$ cat config.mk
export PLATFORM = sky130hd
export DESIGN_NAME = delimiter_field_splitter
export DESIGN_NICKNAME = d
export VERILOG_FILES = /design/src/rtl/dfs_pkg.sv /design/src/rtl/dfs_front.sv /design/src/rtl/dfs_queue.sv /design/src/rtl/dfs_back.sv /design/src/rtl/delimiter_field_splitter.sv
export VERILOG_INCLUDE_DIRS = /design/src /design/src/rtl
export SDC_FILE = /design/constraint.sdc
export NUM_CORES = 1
export LEC_CHECK = 0
export ABC_AREA = 1
export BUFFER_PORTS_ARGS = -buffer_cell sky130_fd_sc_hd__buf_2
export CAP_MARGIN = 20
export CORE_ASPECT_RATIO = 0.75
export CORE_MARGIN = 2
export CORE_UTILIZATION = 39
export DETAILED_ROUTE_END_ITERATION = 6
export GPL_ROUTABILITY_DRIVEN = 0
export GPL_TIMING_DRIVEN = 1
export PLACE_DENSITY = 0.68
export SLEW_MARGIN = 20
export SYNTH_ARGS = -nofsm -noshare
export SYNTH_HDL_FRONTEND = slang
export SYNTH_SLANG_ARGS = --single-unit
$ cat constraint.sdc
create_clock -name i_clk -period 12.45 [get_ports i_clk]
set_input_delay 2.49 -clock i_clk [delete_from_list [all_inputs] [get_ports i_clk]]
set_output_delay 2.49 -clock i_clk [all_outputs]
set_load 0.01 [all_outputs]
$ cat src/rtl/assert_macros.svh
// ----------------------------------------------------------------------------
// assertion macros shared by the splitter rtl
// ----------------------------------------------------------------------------
`ifndef ASSERT_MACROS_SVH
`define ASSERT_MACROS_SVH

// plain property, checked on every rising clock edge outside reset
`define DFS_ASSERT(label, clk, rst_n, prop, msg) \
    label: assert property (@(posedge clk) disable iff (!rst_n) (prop)) \
        else $error(msg);

// same-cycle implication
`define DFS_ASSERT_IMP(label, clk, rst_n, ante, cons, msg) \
    label: assert property (@(posedge clk) disable iff (!rst_n) (ante) |-> (cons)) \
        else $error(msg);

`endif

$ cat src/rtl/dfs_pkg.sv
// ----------------------------------------------------------------------------
// dfs_pkg
// types and constants of the delimiter field splitter
// ----------------------------------------------------------------------------
package dfs_pkg;

    // configuration register indexes
    localparam int CFG_IDX_W = 8;
    localparam logic [CFG_IDX_W-1:0] CFG_DELIM_BYTES = 8'd0;
    localparam logic [CFG_IDX_W-1:0] CFG_DELIM_LEN   = 8'd1;
    localparam logic [CFG_IDX_W-1:0] CFG_MAX_SPLITS  = 8'd2;
    localparam logic [CFG_IDX_W-1:0] CFG_KEEP_LIMIT  = 8'd3;

    // register reset values
    localparam logic [63:0] DELIM_BYTES_RST = 64'd47;
    localparam logic [3:0]  DELIM_LEN_RST   = 4'd1;
    localparam logic [15:0] MAX_SPLITS_RST  = 16'd0;
    localparam logic [11:0] KEEP_LIMIT_RST  = 12'd0;

    // status codes
    localparam logic STATUS_OK      = 1'b0;
    localparam logic STATUS_SKIPPED = 1'b1;

    // widest window and counter the command record carries
    localparam int WIN_MAX    = 8;
    localparam int CNT_W_MAX  = 32;

    // command queue between front and back
    localparam int QUEUE_DEPTH = 4;
    localparam int QPTR_W      = 2;
    localparam int QCNT_W      = 3;

    typedef struct packed {
        logic [7:0] data_byte;
        logic       is_last;
        logic       is_empty;
    } t_in_item;

    typedef struct packed {
        logic [7:0]  out_byte;
        logic        byte_valid;
        logic [15:0] field_index;
        logic        field_end;
        logic        string_end;
        logic        status;
        logic [15:0] delimiter_count;
    } t_out_item;

    // one classified item: an optional result ahead of the push, then the
    // end-of-string work if the item closes the string
    typedef struct packed {
        logic                       has_pre;
        logic                       pre_fend;
        logic [7:0]                 pre_byte;
        logic [15:0]                pre_idx;
        logic                       last;
        logic                       skipped;
        logic                       held;
        logic [3:0]                 cnt;
        logic [WIN_MAX-1:0][7:0]    win;
        logic [15:0]                fn;
        logic [CNT_W_MAX-1:0]       fbc;
    } t_cmd;

endpackage

$ cat src/rtl/dfs_front.sv
// ----------------------------------------------------------------------------
// dfs_front
// delimiter window, match compare and string counters; classifies each byte
// ----------------------------------------------------------------------------
module dfs_front #(
    parameter int MAX_DELIM_BYTES = 8,
    parameter int COUNT_BITS      = 16
) (
    input  logic              i_clk,
    input  logic              i_rst_n,
    input  logic              i_accept,
    input  dfs_pkg::t_in_item i_item,
    input  logic              i_clear,
    input  logic [63:0]       i_delim_bytes,
    input  logic [3:0]        i_delim_len,
    input  logic [15:0]       i_max_splits,
    input  logic [11:0]       i_keep_limit,
    output logic              o_cmd_push,
    output dfs_pkg::t_cmd     o_cmd
);

    localparam int PW = $clog2(MAX_DELIM_BYTES + 1);
    localparam int SW = $clog2(MAX_DELIM_BYTES + 2);
    localparam int WB = MAX_DELIM_BYTES * 8;
    localparam int CW = (COUNT_BITS > 16) ? COUNT_BITS : 16;

    logic [WB-1:0]         r_win;
    logic [PW-1:0]         r_pend;
    logic [SW-1:0]         r_seen;
    logic                  r_held;
    logic [COUNT_BITS-1:0] r_fbc;
    logic [COUNT_BITS-1:0] r_fn;

    logic [WB-1:0]         n_win;
    logic [PW-1:0]         n_pend;
    logic [SW-1:0]         n_seen;
    logic                  n_held;
    logic [COUNT_BITS-1:0] n_fbc;
    logic [COUNT_BITS-1:0] n_fn;

    logic [PW-1:0]         eff_len;
    logic                  step1;
    logic                  end1;
    logic                  shift1;
    logic                  pre_keep;
    logic [PW-1:0]         pend1;
    logic [WB-1:0]         win1;
    logic                  honor;
    logic                  match;
    logic                  skipped;

    always_comb begin
        if (i_delim_len == 4'd0) begin
            eff_len = PW'(1);
        end else if (i_delim_len > 4'(MAX_DELIM_BYTES)) begin
            eff_len = PW'(MAX_DELIM_BYTES);
        end else begin
            eff_len = PW'(i_delim_len);
        end
    end

    always_comb begin
        step1    = !i_item.is_empty && (r_pend == eff_len);
        end1     = step1 && r_held;
        shift1   = step1 && !r_held;
        pre_keep = (i_keep_limit == 12'd0) || (CW'(r_fbc) < CW'(i_keep_limit));

        // state after the oldest byte leaves or the held delimiter closes a field
        n_fn = end1 ? COUNT_BITS'(r_fn + 1'b1) : r_fn;
        if (end1) begin
            n_fbc = '0;
            pend1 = '0;
        end else if (shift1) begin
            n_fbc = (r_fbc == '1) ? r_fbc : COUNT_BITS'(r_fbc + 1'b1);
            pend1 = PW'(r_pend - 1'b1);
        end else begin
            n_fbc = r_fbc;
            pend1 = r_pend;
        end
        win1 = shift1 ? (r_win >> 8) : r_win;

        // push the new byte
        n_win  = win1;
        n_pend = pend1;
        n_seen = r_seen;
        if (!i_item.is_empty) begin
            for (int i = 0; i < MAX_DELIM_BYTES; i++) begin
                if (PW'(i) == pend1) begin
                    n_win[i*8 +: 8] = i_item.data_byte;
                end
            end
            n_pend = PW'(pend1 + 1'b1);
            if (r_seen < SW'(MAX_DELIM_BYTES + 1)) begin
                n_seen = SW'(r_seen + 1'b1);
            end
        end

        // parallel window compare on the updated window
        match = 1'b1;
        for (int i = 0; i < MAX_DELIM_BYTES; i++) begin
            if ((PW'(i) < eff_len) && (n_win[i*8 +: 8] != i_delim_bytes[i*8 +: 8])) begin
                match = 1'b0;
            end
        end
        honor = (n_fn != '1) &&
                ((i_max_splits == 16'd0) || (CW'(n_fn) < CW'(i_max_splits)));
        if (!i_item.is_empty) begin
            n_held = (n_pend == eff_len) && honor && match;
        end else begin
            n_held = r_held;
        end

        skipped = (n_seen <= SW'(eff_len));
    end

    always_comb begin
        o_cmd          = '0;
        o_cmd.has_pre  = end1 || (shift1 && pre_keep);
        o_cmd.pre_fend = end1;
        o_cmd.pre_byte = r_win[7:0];
        o_cmd.pre_idx  = 16'(r_fn);
        o_cmd.last     = i_item.is_last;
        o_cmd.skipped  = skipped;
        o_cmd.held     = n_held;
        o_cmd.cnt      = 4'(n_pend);
        for (int i = 0; i < MAX_DELIM_BYTES; i++) begin
            o_cmd.win[i] = n_win[i*8 +: 8];
        end
        o_cmd.fn       = 16'(n_fn);
        o_cmd.fbc      = dfs_pkg::CNT_W_MAX'(n_fbc);
    end

    assign o_cmd_push = i_accept && !i_clear && (o_cmd.has_pre || i_item.is_last);

    always_ff @(posedge i_clk) begin
        if (!i_rst_n || i_clear) begin
            r_pend <= '0;
            r_seen <= '0;
            r_held <= 1'b0;
            r_fbc  <= '0;
            r_fn   <= '0;
        end else if (i_accept) begin
            if (i_item.is_last) begin
                r_pend <= '0;
                r_seen <= '0;
                r_held <= 1'b0;
                r_fbc  <= '0;
                r_fn   <= '0;
            end else begin
                r_pend <= n_pend;
                r_seen <= n_seen;
                r_held <= n_held;
                r_fbc  <= n_fbc;
                r_fn   <= n_fn;
            end
        end
    end

    always_ff @(posedge i_clk) begin
        if (i_accept) begin
            r_win <= n_win;
        end
    end

endmodule

$ cat src/rtl/dfs_queue.sv
// ----------------------------------------------------------------------------
// dfs_queue
// short command queue between classifier and result sequencer
// ----------------------------------------------------------------------------
`include "assert_macros.svh"

module dfs_queue (
    input  logic          i_clk,
    input  logic          i_rst_n,
    input  logic          i_wr,
    input  dfs_pkg::t_cmd i_wr_cmd,
    input  logic          i_rd,
    output logic          o_full,
    output logic          o_valid,
    output dfs_pkg::t_cmd o_head
);

    dfs_pkg::t_cmd                  r_mem [dfs_pkg::QUEUE_DEPTH];
    logic [dfs_pkg::QPTR_W-1:0]     r_wr_ptr;
    logic [dfs_pkg::QPTR_W-1:0]     r_rd_ptr;
    logic [dfs_pkg::QCNT_W-1:0]     r_count;

    assign o_full  = (r_count == dfs_pkg::QCNT_W'(dfs_pkg::QUEUE_DEPTH));
    assign o_valid = (r_count != '0);
    assign o_head  = r_mem[r_rd_ptr];

    always_ff @(posedge i_clk) begin
        if (!i_rst_n) begin
            r_wr_ptr <= '0;
            r_rd_ptr <= '0;
            r_count  <= '0;
        end else begin
            if (i_wr) begin
                r_wr_ptr <= dfs_pkg::QPTR_W'(r_wr_ptr + 1'b1);
            end
            if (i_rd) begin
                r_rd_ptr <= dfs_pkg::QPTR_W'(r_rd_ptr + 1'b1);
            end
            if (i_wr && !i_rd) begin
                r_count <= dfs_pkg::QCNT_W'(r_count + 1'b1);
            end else if (i_rd && !i_wr) begin
                r_count <= dfs_pkg::QCNT_W'(r_count - 1'b1);
            end
        end
    end

    always_ff @(posedge i_clk) begin
        if (i_wr) begin
            r_mem[r_wr_ptr] <= i_wr_cmd;
        end
    end

    `DFS_ASSERT_IMP(a_no_write_full, i_clk, i_rst_n, o_full, !i_wr, "queue written while full")
    `DFS_ASSERT_IMP(a_no_read_empty, i_clk, i_rst_n, !o_valid, !i_rd, "queue read while empty")

endmodule

$ cat src/rtl/dfs_back.sv
// ----------------------------------------------------------------------------
// dfs_back
// expands queued commands into results, one per cycle unless pop stalls
// ----------------------------------------------------------------------------
`include "assert_macros.svh"

module dfs_back #(
    parameter int COUNT_BITS = 16
) (
    input  logic               i_clk,
    input  logic               i_rst_n,
    input  logic               i_q_valid,
    input  dfs_pkg::t_cmd      i_q_head,
    output logic               o_q_rd,
    input  logic [11:0]        i_keep_limit,
    input  logic               i_pop,
    output logic               o_empty,
    output dfs_pkg::t_out_item o_out
);

    localparam logic [2:0] PH_PRE   = 3'd0;
    localparam logic [2:0] PH_SKIP  = 3'd1;
    localparam logic [2:0] PH_FEND  = 3'd2;
    localparam logic [2:0] PH_BYTES = 3'd3;
    localparam logic [2:0] PH_FINAL = 3'd4;

    localparam int CW = (COUNT_BITS > 16) ? COUNT_BITS : 16;

    logic                  r_active;
    logic [2:0]            r_phase;
    logic [2:0]            r_pos;
    logic [COUNT_BITS-1:0] r_fbc;
    logic                  r_out_valid;
    dfs_pkg::t_out_item    r_out;

    logic [2:0]            n_phase;
    logic [2:0]            n_pos;
    logic [COUNT_BITS-1:0] n_fbc;

    logic [2:0]            flush_ph;
    logic [2:0]            cur_ph;
    logic [2:0]            cur_pos;
    logic [COUNT_BITS-1:0] cur_fbc;
    logic [15:0]           fin_idx;
    logic                  keep;
    logic                  last_byte;
    logic                  emit;
    logic                  done;
    logic                  ld_ok;
    logic                  go;
    dfs_pkg::t_out_item    res;

    always_comb begin
        if (i_q_head.skipped) begin
            flush_ph = PH_SKIP;
        end else if (i_q_head.held) begin
            flush_ph = PH_FEND;
        end else if (i_q_head.cnt != 4'd0) begin
            flush_ph = PH_BYTES;
        end else begin
            flush_ph = PH_FINAL;
        end

        if (r_active) begin
            cur_ph = r_phase;
        end else begin
            cur_ph = i_q_head.has_pre ? PH_PRE : flush_ph;
        end
        cur_pos   = r_active ? r_pos : 3'd0;
        cur_fbc   = (cur_pos == 3'd0) ? i_q_head.fbc[COUNT_BITS-1:0] : r_fbc;
        keep      = (i_keep_limit == 12'd0) || (CW'(cur_fbc) < CW'(i_keep_limit));
        last_byte = (i_q_head.cnt == 4'({1'b0, cur_pos} + 4'd1));
        fin_idx   = 16'(i_q_head.fn + 16'(i_q_head.held));

        res     = '0;
        emit    = 1'b0;
        done    = 1'b0;
        n_phase = cur_ph;
        n_pos   = 3'd0;
        n_fbc   = r_fbc;
        case (cur_ph)
            PH_PRE: begin
                emit            = 1'b1;
                res.field_index = i_q_head.pre_idx;
                if (i_q_head.pre_fend) begin
                    res.field_end = 1'b1;
                end else begin
                    res.out_byte   = i_q_head.pre_byte;
                    res.byte_valid = 1'b1;
                end
                if (i_q_head.last) begin
                    n_phase = flush_ph;
                end else begin
                    done = 1'b1;
                end
            end
            PH_SKIP: begin
                emit           = 1'b1;
                res.string_end = 1'b1;
                res.status     = dfs_pkg::STATUS_SKIPPED;
                done           = 1'b1;
            end
            PH_FEND: begin
                emit            = 1'b1;
                res.field_index = i_q_head.fn;
                res.field_end   = 1'b1;
                n_phase         = PH_FINAL;
            end
            PH_BYTES: begin
                emit            = keep;
                res.out_byte    = i_q_head.win[cur_pos];
                res.byte_valid  = 1'b1;
                res.field_index = i_q_head.fn;
                n_fbc           = (cur_fbc == '1) ? cur_fbc : COUNT_BITS'(cur_fbc + 1'b1);
                if (last_byte) begin
                    n_phase = PH_FINAL;
                end else begin
                    n_pos = 3'(cur_pos + 3'd1);
                end
            end
            PH_FINAL: begin
                emit                = 1'b1;
                res.field_index     = fin_idx;
                res.field_end       = 1'b1;
                res.string_end      = 1'b1;
                res.status          = dfs_pkg::STATUS_OK;
                res.delimiter_count = fin_idx;
                done                = 1'b1;
            end
            default: begin
                done = 1'b1;
            end
        endcase
    end

    assign ld_ok   = !r_out_valid || i_pop;
    assign go      = i_q_valid && (!emit || ld_ok);
    assign o_q_rd  = go && done;
    assign o_empty = !r_out_valid;
    assign o_out   = r_out;

    always_ff @(posedge i_clk) begin
        if (!i_rst_n) begin
            r_active    <= 1'b0;
            r_phase     <= PH_PRE;
            r_pos       <= 3'd0;
            r_out_valid <= 1'b0;
        end else begin
            if (go) begin
                r_active <= !done;
                r_phase  <= n_phase;
                r_pos    <= done ? 3'd0 : n_pos;
            end
            if (go && emit) begin
                r_out_valid <= 1'b1;
            end else if (i_pop) begin
                r_out_valid <= 1'b0;
            end
        end
    end

    always_ff @(posedge i_clk) begin
        if (go) begin
            r_fbc <= n_fbc;
        end
        if (go && emit) begin
            r_out <= res;
        end
    end

    `DFS_ASSERT_IMP(a_active_has_cmd, i_clk, i_rst_n, r_active, i_q_valid, "sequencer mid-command with empty queue")
    `DFS_ASSERT_IMP(a_byte_not_fend, i_clk, i_rst_n, r_out_valid, !(r_out.byte_valid && r_out.field_end), "byte result marked as field end")

endmodule

$ cat src/rtl/delimiter_field_splitter.sv
// ----------------------------------------------------------------------------
// delimiter_field_splitter
// splits a byte string on a configurable 1 to 8 byte delimiter
//
//   channel   direction  handshake              payload
//   input     in         push / full            i_in_item  (t_in_item)
//   result    out        empty / pop            o_out_item (t_out_item)
//   config    in         i_cfg_valid/o_cfg_ready i_cfg_index, i_cfg_data
//
// a string byte is taken every cycle while full is low; each byte not ending
// a string gives at most one result: one transaction per cycle on both sides
// while pop keeps up; the byte that ends a string expands into up to
// delimiter length + 2 results, one per cycle by the result sequencer
// a four-entry command queue separates classification from result issue;
// full rises only when that queue is full
// reset is synchronous and active low, clears control state; no clearing pass
// ----------------------------------------------------------------------------
module delimiter_field_splitter #(
    parameter int MAX_DELIM_BYTES = 8,
    parameter int COUNT_BITS      = 16
) (
    input  logic                           i_clk,
    input  logic                           i_rst_n,
    // input queue side
    input  logic                           push,
    output logic                           full,
    input  dfs_pkg::t_in_item              i_in_item,
    // result queue side
    output logic                           empty,
    input  logic                           pop,
    output dfs_pkg::t_out_item             o_out_item,
    // configuration writes
    input  logic                           i_cfg_valid,
    output logic                           o_cfg_ready,
    input  logic [dfs_pkg::CFG_IDX_W-1:0]  i_cfg_index,
    input  logic [63:0]                    i_cfg_data
);

    // configuration registers
    logic [63:0] r_delim_bytes;
    logic [3:0]  r_delim_len;
    logic [15:0] r_max_splits;
    logic [11:0] r_keep_limit;

    logic          cfg_we;
    logic          in_accept;
    logic          q_full;
    logic          q_valid;
    logic          q_rd;
    logic          cmd_push;
    dfs_pkg::t_cmd cmd;
    dfs_pkg::t_cmd q_head;

    // writes are always taken; any write also drops a partial string
    assign o_cfg_ready = 1'b1;
    assign cfg_we      = i_cfg_valid;

    always_ff @(posedge i_clk) begin
        if (!i_rst_n) begin
            r_delim_bytes <= dfs_pkg::DELIM_BYTES_RST;
            r_delim_len   <= dfs_pkg::DELIM_LEN_RST;
            r_max_splits  <= dfs_pkg::MAX_SPLITS_RST;
            r_keep_limit  <= dfs_pkg::KEEP_LIMIT_RST;
        end else if (cfg_we) begin
            case (i_cfg_index)
                dfs_pkg::CFG_DELIM_BYTES: r_delim_bytes <= i_cfg_data;
                dfs_pkg::CFG_DELIM_LEN:   r_delim_len   <= i_cfg_data[3:0];
                dfs_pkg::CFG_MAX_SPLITS:  r_max_splits  <= i_cfg_data[15:0];
                dfs_pkg::CFG_KEEP_LIMIT:  r_keep_limit  <= i_cfg_data[11:0];
                default: begin
                    // unknown index: only the string reset applies
                end
            endcase
        end
    end

    // input transaction completes when push meets a free queue slot
    assign full      = q_full;
    assign in_accept = push && !q_full;

    // front: window, compare, counters
    dfs_front #(
        .MAX_DELIM_BYTES (MAX_DELIM_BYTES),
        .COUNT_BITS      (COUNT_BITS)
    ) u_front (
        .i_clk         (i_clk),
        .i_rst_n       (i_rst_n),
        .i_accept      (in_accept),
        .i_item        (i_in_item),
        .i_clear       (cfg_we),
        .i_delim_bytes (r_delim_bytes),
        .i_delim_len   (r_delim_len),
        .i_max_splits  (r_max_splits),
        .i_keep_limit  (r_keep_limit),
        .o_cmd_push    (cmd_push),
        .o_cmd         (cmd)
    );

    // decoupling queue of classified items
    dfs_queue u_queue (
        .i_clk    (i_clk),
        .i_rst_n  (i_rst_n),
        .i_wr     (cmd_push),
        .i_wr_cmd (cmd),
        .i_rd     (q_rd),
        .o_full   (q_full),
        .o_valid  (q_valid),
        .o_head   (q_head)
    );

    // back: result sequencer with output register
    dfs_back #(
        .COUNT_BITS (COUNT_BITS)
    ) u_back (
        .i_clk        (i_clk),
        .i_rst_n      (i_rst_n),
        .i_q_valid    (q_valid),
        .i_q_head     (q_head),
        .o_q_rd       (q_rd),
        .i_keep_limit (r_keep_limit),
        .i_pop        (pop),
        .o_empty      (empty),
        .o_out        (o_out_item)
    );

endmodule

==> results.sh <==
export IMPL_rows=97
export IMPL_ir_drop_uv=112
export IMPL_grt_max_degree=130
export IMPL_p_sw_mw=2.56
export IMPL_cts_buffer_depth=3
export IMPL_p_comb_share_pct=25.2
export IMPL_drive_above_1_share_pct=9.90
export IMPL_synth_most_common_cell="nand2_1"
export IMPL_die_h_um=269
export IMPL_port_buffers=132
export IMPL_hp_class="reg2reg"
export IMPL_synth_edff_count=640
export IMPL_hpwlAfterDp_mm=66.3
export IMPL_cts_tree="yes"
export IMPL_worst_pin_slew_ps=1170
export IMPL_synth_net_count=3848
export IMPL_yosysUniqueCellTypes=65
export IMPL_slew_viol_final=0
export IMPL_timing_final_ws_setup_ps=6070
export IMPL_critPathCaptureType="register"
export IMPL_htreeDepth=3
export IMPL_cap_viol_max_count=0
export IMPL_syn_area_per_cell_um2=9.86
export IMPL_dp_slack_ps=5570
export IMPL_relSlewSlack_pct=21.1
export IMPL_ys_ff_latch=794
export IMPL_clock_fmax_mhz=157
export IMPL_synth_xor_area_share_pct=0.840
export IMPL_hold_viol_final=0
export IMPL_slowest_stage="buf_4"
export IMPL_yosys_area_share_simple_pct=17.0
export IMPL_drcViolationCount=10
export IMPL_via_per_inst=5.51
export IMPL_async_flop_share_pct=0
export IMPL_synth_top_family_by_area="simple AND/OR/NAND/NOR gates"
export IMPL_cts_repair_resized=0
export IMPL_cpPeakStageDelay_ps=670
export IMPL_powerDensity_nw_per_um2=189
export IMPL_synth_area_leader_cell="edfxtp_1"
export IMPL_nNetsFinal=3902
export IMPL_fin_crit_sh_pct=51.3
export IMPL_wl_mm=104
export IMPL_syn_to_final_growth_pct=12.2
export IMPL_arrival_ps=6940
export IMPL_leakage_nw=15.5
export IMPL_synthMuxAreaShare_pct=0
export IMPL_fill_cells=8669
export IMPL_instances_no_fill=5055
export IMPL_wire_per_inst_um=20.6
export IMPL_clk_pin_slew_ps=70
export IMPL_cts_sinks=794
export IMPL_run_status="finished, violations left"
export IMPL_ant_nets=0
export IMPL_routed_via_count=27800
export IMPL_dieWidth_um=357
export IMPL_setup_viol=0
export IMPL_clkLatencyLatePin_ps=650
export IMPL_syn_area_um2=36500
export IMPL_cts_buffers=76
export IMPL_ys_seq_area_share_pct=61.1
export IMPL_dieArea_um2=96000
export IMPL_drtIter0Drc=3501
export IMPL_worstPathRequired_ps=13010
export IMPL_yosys_warnings=0
export IMPL_critical_path_top_delay_family="simple AND/OR/NAND/NOR gates"
export IMPL_grt_pass1_wl_mm=156
export IMPL_antenna_found_initial=5
export IMPL_synth_compound_area_share_pct=12.8
export IMPL_startpoint_type="primary input"
export IMPL_drt_pre_antenna_iters=7
export IMPL_grtUsageTotal_pct=21.5
export IMPL_p_sw_share_pct=33.1
export IMPL_rsz0062_at_grt="no"
export IMPL_finalSetupTns_ps=0
export IMPL_start_util_pct=39.2
export IMPL_ys_flop_type="edfxtp_1"
export IMPL_grt_pass1_vias=25000
export IMPL_fin_skew_ps=50.6
export IMPL_n_antenna_cell=0
export IMPL_synth_top_area_share_pct=52.7
export IMPL_synthCells=3700
export IMPL_finalCriticalPeriod_ps=6380
export IMPL_violations="DRC"
export IMPL_overflow=0
export IMPL_internal_power_mw=5.17
export IMPL_path_cells="buf_2 > inv_1 > nand3_1 > nor2_1 > nand3_1 > nor2_2 > nand2_4 > nand3_4 > buf_4 > nand3_2 > o21ai_1 > nand2_1 > nand2_1 > nand2_1 > nor2_1 > nand2_1 > nand2_1 > nand3_1 > nor2_1 > nand2_1 > nand2_2 > nand2_1 > a21oi_1"
export IMPL_worstPathMaxFanout=77
export IMPL_cpMostUsedCell="nand2_1"
export IMPL_yosys_top_cells_count="nand2_1 (852), edfxtp_1 (640), inv_1 (346)"
export IMPL_crit_buf_inv=3
export IMPL_post_cts_setup_buffer_count=0
export IMPL_pin_count=134
export IMPL_p_seq_share_pct=42.5
export IMPL_critPathKind="in2reg"
export IMPL_synth_area_leaders="edfxtp_1 (53%), nand2_1 (8.8%), dfxtp_1 (8.5%), a21oi_1 (4.6%), o21ai_0 (3.9%)"
export IMPL_cts_root_buffer="clkbuf_16"
export IMPL_p_clk_share_pct=32.3
export IMPL_synth_fa_ha_area_share_pct=2.11
export IMPL_placed_cells=4913
export IMPL_cts_hold_buf=0
export IMPL_core_area_um2=93100
export IMPL_fin_hold_ws_ps=472
cell families (layout without fill, tap and decap cells):
group                    after synthesis  count (layout)
XOR/XNOR                              35              35
adder cells (fa/ha/maj)               61              61
AND/OR/NAND/NOR                     1440            1440
other                                  1               1
AO/OA/AOI/OAI                        819             819
buffers and inverters                550             668
flip-flops                           794             794
registers in the layout (all words and copies together), names as in the netlist, named ones only:
register            flops
u_back.r_phase          3
u_back.r_pos            3
u_front.r_win          64
r_delim_len             4
r_keep_limit           12
u_back.o_out           44
u_queue.r_mem         516
u_front.r_fn           16
u_front.r_fbc          16
u_queue.r_count         3
u_back.r_out_valid      1
u_back.r_active         1
u_back.r_fbc           16
u_queue.r_wr_ptr        2
u_front.r_seen          4
u_front.r_held          1
r_max_splits           16
r_delim_bytes          64
u_front.r_pend          4
u_queue.r_rd_ptr        2
layout make-up:
type                       instances  area (um2)  share of cell area [%]
sequential                       794       22300                    54.5
multi-input combinational       2356       12000                    29.4
clock buffer                     100        2130                    5.20
tap                             1237        1550                    3.78
inverter                         356        1350                    3.30
timing repair buffer             170        1010                    2.46
clock inverter                    42         558                    1.36
power by group through the flow:
stage | clock (mW) | combinational [mW] | sequential [mW]
detailed placement | 0 | 1.91 | 3.34
finish | 2.50 | 1.95 | 3.28
floorplan | 0 | 1.22 | 3.34
CTS | 2.53 | 1.92 | 3.28
global placement | 0 | 1.88 | 3.34
global route | 2.63 | 2.16 | 3.30
layout by cell type, fill, tap and decap left out, drive strengths merged, types with 100 or more instances in the layout:
cell type and n:
nor2 242, o21ai 303, nand2 863, buf 170, nand3 161, clkbuf 100, edfxtp 640, a21oi 337
dfxtp 154, inv 357
routing by layer:
layer	part of all wire (%)	GRT usage, %	vias up	routed length [um]
met1	45	32.9	13400	46900
met5	0.012	0	-	13
li1	-	-	13000	-
met3	13	6.77	124	13900
met4	1.9	4.70	2	1980
met2	40	29.2	1360	41400
final timing paths:
kind              startpoint                 end  slack, ps  cells past startpoint
max reg2reg         register  u_queue.r_count[2]       6940                     25
min          u_back.r_pos[0]     u_back.r_pos[0]        470                      2
max             i_in_item[0]      u_front.r_held       6070                     23
min reg2reg  u_back.r_pos[0]     u_back.r_pos[0]        470                      2
per-stage QoR:
| stage | util (%) | total power [mW] | cell area [um2] |
|---|---|---|---|
| after floorplan | - | 4.55 | 36500 |
| after global placement | 41.1 | 5.21 | 38200 |
| after detailed placement | 41.1 | 5.25 | 38200 |
| after CTS | 44.0 | 7.73 | 40900 |
| after global routing | 44.0 | 8.09 | 40900 |
| final | 44.0 | 7.73 | 40900 |
worst register-to-register path, delay by kind of cell (launching register included):
| family | cells | cell delay, ps |
|---|---|---|
| and+or+nand+nor | 8 | 1030 |
| AOI/OAI and AO/OA | 11 | 1700 |
| DFF | 1 | 810 |
| adders and majority gates | 3 | 880 |
| buffers and inverters | 3 | 1000 |
Power figures use the tool's default switching activity.
